### config.mk
export PLATFORM = sky130hd
export DESIGN_NAME = tcw_ctrl
export DESIGN_NICKNAME = d
export VERILOG_FILES = /design/src/sv/tcw_pkg.sv /design/src/sv/tcw_ctrl.sv
export VERILOG_INCLUDE_DIRS = /design/src /design/src/sv
export SDC_FILE = /design/constraint.sdc
export NUM_CORES = 1
export LEC_CHECK = 0
export ABC_AREA = 1
export BUFFER_PORTS_ARGS = -buffer_cell sky130_fd_sc_hd__buf_4
export CAP_MARGIN = 20
export CORE_AREA = 2 2 39 41
export DETAILED_ROUTE_END_ITERATION = 12
export DIE_AREA = 0 0 41 43
export PLACE_DENSITY = 0.47
export SYNTH_ARGS = -nofsm -noshare
export SYNTH_HDL_FRONTEND = slang
export SYNTH_SLANG_ARGS = --single-unit
### constraint.sdc
create_clock -name i_clk -period 3.58 [get_ports i_clk]
set_clock_uncertainty 0.15 [all_clocks]
set_input_delay 0.358 -clock i_clk [delete_from_list [all_inputs] [get_ports i_clk]]
set_output_delay 0.358 -clock i_clk [all_outputs]
set_load 0.02 [all_outputs]
### src/sv/text_console_writer_core_macros.svh
// ----------------------------------------------------------------------------
// Text console writer assertion macros
// Shared shorthand for the concurrent checks in the console writer modules.
// ----------------------------------------------------------------------------
`ifndef TEXT_CONSOLE_WRITER_CORE_MACROS_SVH
`define TEXT_CONSOLE_WRITER_CORE_MACROS_SVH

// Consequent must hold in the same cycle as the antecedent.
`define TCW_ASSERT_SAME(label, clk, rst_n, ante, cons, msg) \
    label: assert property (@(posedge clk) disable iff (!rst_n) (ante) |-> (cons)) \
        else $error(msg);

// Consequent must hold in the cycle after the antecedent.
`define TCW_ASSERT_NEXT(label, clk, rst_n, ante, cons, msg) \
    label: assert property (@(posedge clk) disable iff (!rst_n) (ante) |=> (cons)) \
        else $error(msg);

`endif

### src/sv/tcw_pkg.sv
// ----------------------------------------------------------------------------
// Text console writer package
// Command codes, register indexes, reset values and the control and status
// bundles that join the controller and the datapath.
// ----------------------------------------------------------------------------
package tcw_pkg;

    // Command codes of an input word.
    localparam logic [1:0] CMD_PUT   = 2'd0;
    localparam logic [1:0] CMD_CLEAR = 2'd1;
    localparam logic [1:0] CMD_SET   = 2'd2;
    localparam logic [1:0] CMD_READ  = 2'd3;

    // Configuration register indexes.
    localparam int unsigned CFG_IDX_W = 2;
    localparam logic [CFG_IDX_W-1:0] CFG_ATTR  = 2'd0;
    localparam logic [CFG_IDX_W-1:0] CFG_NL    = 2'd1;
    localparam logic [CFG_IDX_W-1:0] CFG_BS    = 2'd2;
    localparam logic [CFG_IDX_W-1:0] CFG_TAB   = 2'd3;

    // Register reset values.
    localparam logic [7:0] ATTR_RESET = 8'h00;
    localparam logic [7:0] NL_RESET   = 8'd10;
    localparam logic [7:0] BS_RESET   = 8'd8;
    localparam logic [7:0] TAB_RESET  = 8'd9;

    // Cursor step of a tab and the content of a blank cell.
    localparam int unsigned TAB_STEP   = 4;
    localparam logic [15:0] BLANK_CELL = 16'h0000;

    // Commands from the controller to the datapath.
    typedef struct packed {
        logic accept;      // input word taken this cycle
        logic sweep;       // step the store sweep this cycle
        logic sweep_blank; // sweep writes blanks instead of copying rows up
        logic emit_now;    // result comes straight from the accepted word
        logic emit_sweep;  // result after a finished clear or scroll
        logic emit_read;   // result carries the cell that was read
    } t_ctl_cmd;

    // Status from the datapath to the controller.
    typedef struct packed {
        logic need_scroll; // the offered word pushes the cursor past the last row
        logic is_clear;    // the offered word clears the screen
        logic is_read;     // the offered word reads a cell
        logic sweep_last;  // the sweep is at the last cell of the store
    } t_dp_stat;

endpackage

### src/sv/tcw_ctrl.sv
// ----------------------------------------------------------------------------
// Text console writer controller
// Sequences the reset clearing pass, clear and scroll sweeps, cell reads and
// the timing of the result strobe.
// ----------------------------------------------------------------------------
`include "text_console_writer_core_macros.svh"

module tcw_ctrl (
    input  logic              i_clk,
    input  logic              i_rst_n,
    input  logic              start,
    output logic              busy,
    input  tcw_pkg::t_dp_stat i_stat,
    output tcw_pkg::t_ctl_cmd o_cmd
);
    import tcw_pkg::*;

    localparam logic [2:0] ST_INIT       = 3'd0;
    localparam logic [2:0] ST_INIT_FLUSH = 3'd1;
    localparam logic [2:0] ST_IDLE       = 3'd2;
    localparam logic [2:0] ST_CLEAR      = 3'd3;
    localparam logic [2:0] ST_SCROLL     = 3'd4;
    localparam logic [2:0] ST_FLUSH      = 3'd5;
    localparam logic [2:0] ST_READ       = 3'd6;

    logic [2:0] r_state;
    logic [2:0] n_state;

    // Commands decoded from the state.
    always_comb begin
        o_cmd.accept      = (r_state == ST_IDLE) && start;
        o_cmd.sweep       = (r_state == ST_INIT) || (r_state == ST_CLEAR) ||
                            (r_state == ST_SCROLL);
        o_cmd.sweep_blank = (r_state == ST_INIT) || (r_state == ST_CLEAR);
        o_cmd.emit_now    = o_cmd.accept && !i_stat.is_clear && !i_stat.need_scroll &&
                            !i_stat.is_read;
        o_cmd.emit_sweep  = (r_state == ST_FLUSH);
        o_cmd.emit_read   = (r_state == ST_READ);
    end

    assign busy = (r_state != ST_IDLE);

    // Next state.
    always_comb begin
        n_state = r_state;
        unique case (r_state)
            ST_INIT: begin
                if (i_stat.sweep_last) n_state = ST_INIT_FLUSH;
            end
            ST_INIT_FLUSH: n_state = ST_IDLE;
            ST_IDLE: begin
                if (start) begin
                    priority if (i_stat.is_clear)    n_state = ST_CLEAR;
                    else if (i_stat.need_scroll)     n_state = ST_SCROLL;
                    else if (i_stat.is_read)         n_state = ST_READ;
                    else                             n_state = ST_IDLE;
                end
            end
            ST_CLEAR, ST_SCROLL: begin
                if (i_stat.sweep_last) n_state = ST_FLUSH;
            end
            ST_FLUSH: n_state = ST_IDLE;
            ST_READ:  n_state = ST_IDLE;
            default:  n_state = ST_IDLE;
        endcase
    end

    // State register; reset starts the clearing pass.
    always_ff @(posedge i_clk) begin
        if (!i_rst_n) begin
            r_state <= ST_INIT;
        end else begin
            r_state <= n_state;
        end
    end

    `TCW_ASSERT_NEXT(a_clear_enters_sweep, i_clk, i_rst_n, o_cmd.accept && i_stat.is_clear, r_state == ST_CLEAR, "clear word did not start a sweep")
    `TCW_ASSERT_NEXT(a_scroll_ends_flush, i_clk, i_rst_n, (r_state == ST_SCROLL) && i_stat.sweep_last, r_state == ST_FLUSH, "scroll sweep did not end in flush")
    `TCW_ASSERT_SAME(a_one_emit, i_clk, i_rst_n, 1'b1, ($onehot0({o_cmd.emit_now, o_cmd.emit_sweep, o_cmd.emit_read})), "two result sources at once")

endmodule

==> flow_summary.ini <==
[synthesis]
syn-cell-area_um2 = 280
ys.warnings.count = 0
ys_ff_latch = 3
yosysSeqAreaShare_pct = 21.4
syn-instance-count = 49
syn_nets = 56
yosysUniqueCellTypes = 16
syn_area_per_cell_um2 = 5.72

[placement]
io_buffers = 13
dp_hpwl_um = 568
placedCellCount = 78
gp_congestion = 0.740

[detailed_routing]
wl_um = 630
postRouteAntennaNets = 0
wl_met3_um = 8
drt_pass1_iterations = 1
highest_layer = met3
drt-initial-drc-count = 0
wl_met2_um = 364
via_per_inst = 4.01
route.detailed.drc = 0
wl_met1_um = 257
wire_per_inst_um = 7.68
dr_total_vias = 329

[power_and_ir_drop]
power.density_nw_per_um2 = 787
irDropWorstVdd_v = 0.000214
leakagePower_nw = 0.233
total_power_mw = 0.334

[flow_run]
maxCapViolations = 0

[worst_setup_path]
crit_type = register to output pin
crit_required_ps = 3070
startpoint_type = register
end_kind = output pin
cp.arrival_ps = 1330
worst-path-max-fanout = 5

[sta]
timing.setup.tns_ps = 0
whs_ps = 223
tightest_slew_ps = 307
hold_viol_final = 0
fin_crit_sh_pct = 51.4
finalCriticalPeriod_ps = 1840
grt_setup_unrepaired = false
report.final.slew_viol_count = 0
relSlewSlack_pct = 79.5
setup_viol = 0
max_freq_mhz = 544

[clock_tree]
clkTransAtPathRegs_ps = 40
postCtsResizedCells = 0
cts_tree = done
postCtsHoldBufs = 0
cts-root-buf = clkbuf_4
cts_buffers = 3
clk_path_buf_depth = 2
cts_num_sinks = 3
htreeDepth = 1
postCtsSetupBuffers = 0
clk_latency_ps = 230

[cells_and_area]
syn_to_final_growth_pct = 51.3
drive_above_1_share_pct = 37.9
reg_top3 = r_state x3
antenna_cells = 0
top_register = r_state
final_common_cell = nand2_1
nNetsFinal = 74
stdcell_count = 82
postLayoutCoreUtil_pct = 30.7
largest_register_ffs = 3
mostFrequentLayoutCells = nand2_1 (15), buf_4 (13), inv_1 (7), nor2_1 (7), nand3_1 (4)

[grt]
antenna_found_initial = 0
grt_use_total_pct = 8.73
overflow = 0
grt_max_degree = 8
grt_pass1_wl_um = 1040
grt_pass1_vias = 296

[die]
start_util_pct = 20.3
die_x_um = 41
core_area_um2 = 1380
io_pins = 14
die_h_um = 43
fp-row-count = 14
die-area_um2 = 1760

[outcome]
outcome = completed

[hold_path]
min_path_type = input pin to register
==> cell families (layout without fill, tap and decap cells) <==
kind of cell | Yosys count | after routing | synth area share [%]
AND/OR/NAND/NOR | 33 | 33 | 56.3
buffers and inverters | 8 | 25 | 10.7
AO/OA/AOI/OAI | 5 | 5 | 11.6
flip-flops | 3 | 3 | 21.4
==> routing by layer <==
| metal | track usage [%] | vias up |
|---|---|---|
| li1 | - | 187 |
| met1 | 9.65 | 138 |
| met2 | 14.1 | 4 |
| met3 | 0 | 0 |
| met4 | 8.00 | 0 |
| met5 | 0 | - |
==> worst max-delay path, cell delays in order (launching register included) <==
cell,delay [ps]
dfxtp_1,340
inv_1,100
nand2_1,80
nor2_4,160
inv_2,60
nor2_2,80
and3_1,140
buf_4,130
==> power by group <==
group,internal [mW],leakage [nW],switching [mW]
Sequential,0.0473,0.0248,0.0229
Combinational,0.0840,0.193,0.122
Clock,0.0417,0.0150,0.0164
Total,0.173,0.233,0.161
==> through the flow <==
step                instance area, µm²  setup WS, ps
finish                             424          1740
global route                       424          1630
CTS                                424          1700
detailed placement                 398          1960
global placement                   398          1970
floorplan                          280          1820
==> final timing paths <==
path	cells past startpoint	startpoint	endpoint	slack [ps]
hold reg to reg	2	r_state[0]	r_state[0]	410
hold / removal	3	i_rst_n	r_state[0]	220
setup reg to reg	6	r_state[2]	r_state[0]	2300
setup / recovery	7	r_state[0]	o_cmd[2]	1740
==> synth_stat cells <==
cell type  number  area share [%]
nor2_4          1             4.0
nand2_1        15              20
a21oi_2         1             3.1
o21ai_2         1             3.1
o21ai_0         1             1.8
dfxtp_1         3              21
nand3_1         4             7.1
and2_2          1             2.7
inv_1           7             9.4
nand2_4         1             4.0
a21oi_1         2             3.6
nor2_1          7             9.4
and3_1          1             2.2
inv_2           1             1.3
nand2_2         2             4.5
nor2_2          1             2.2
==> final cells by class <==
cell class,count,area (µm²)
fill,179,960
sequential,3,60.1
clock buffer,4,26.3
tap,16,20.0
inverter,8,30.0
multi-input combinational,38,190
timing repair buffer,13,97.6
No activity file was read; power rests on OpenSTA's default activity.
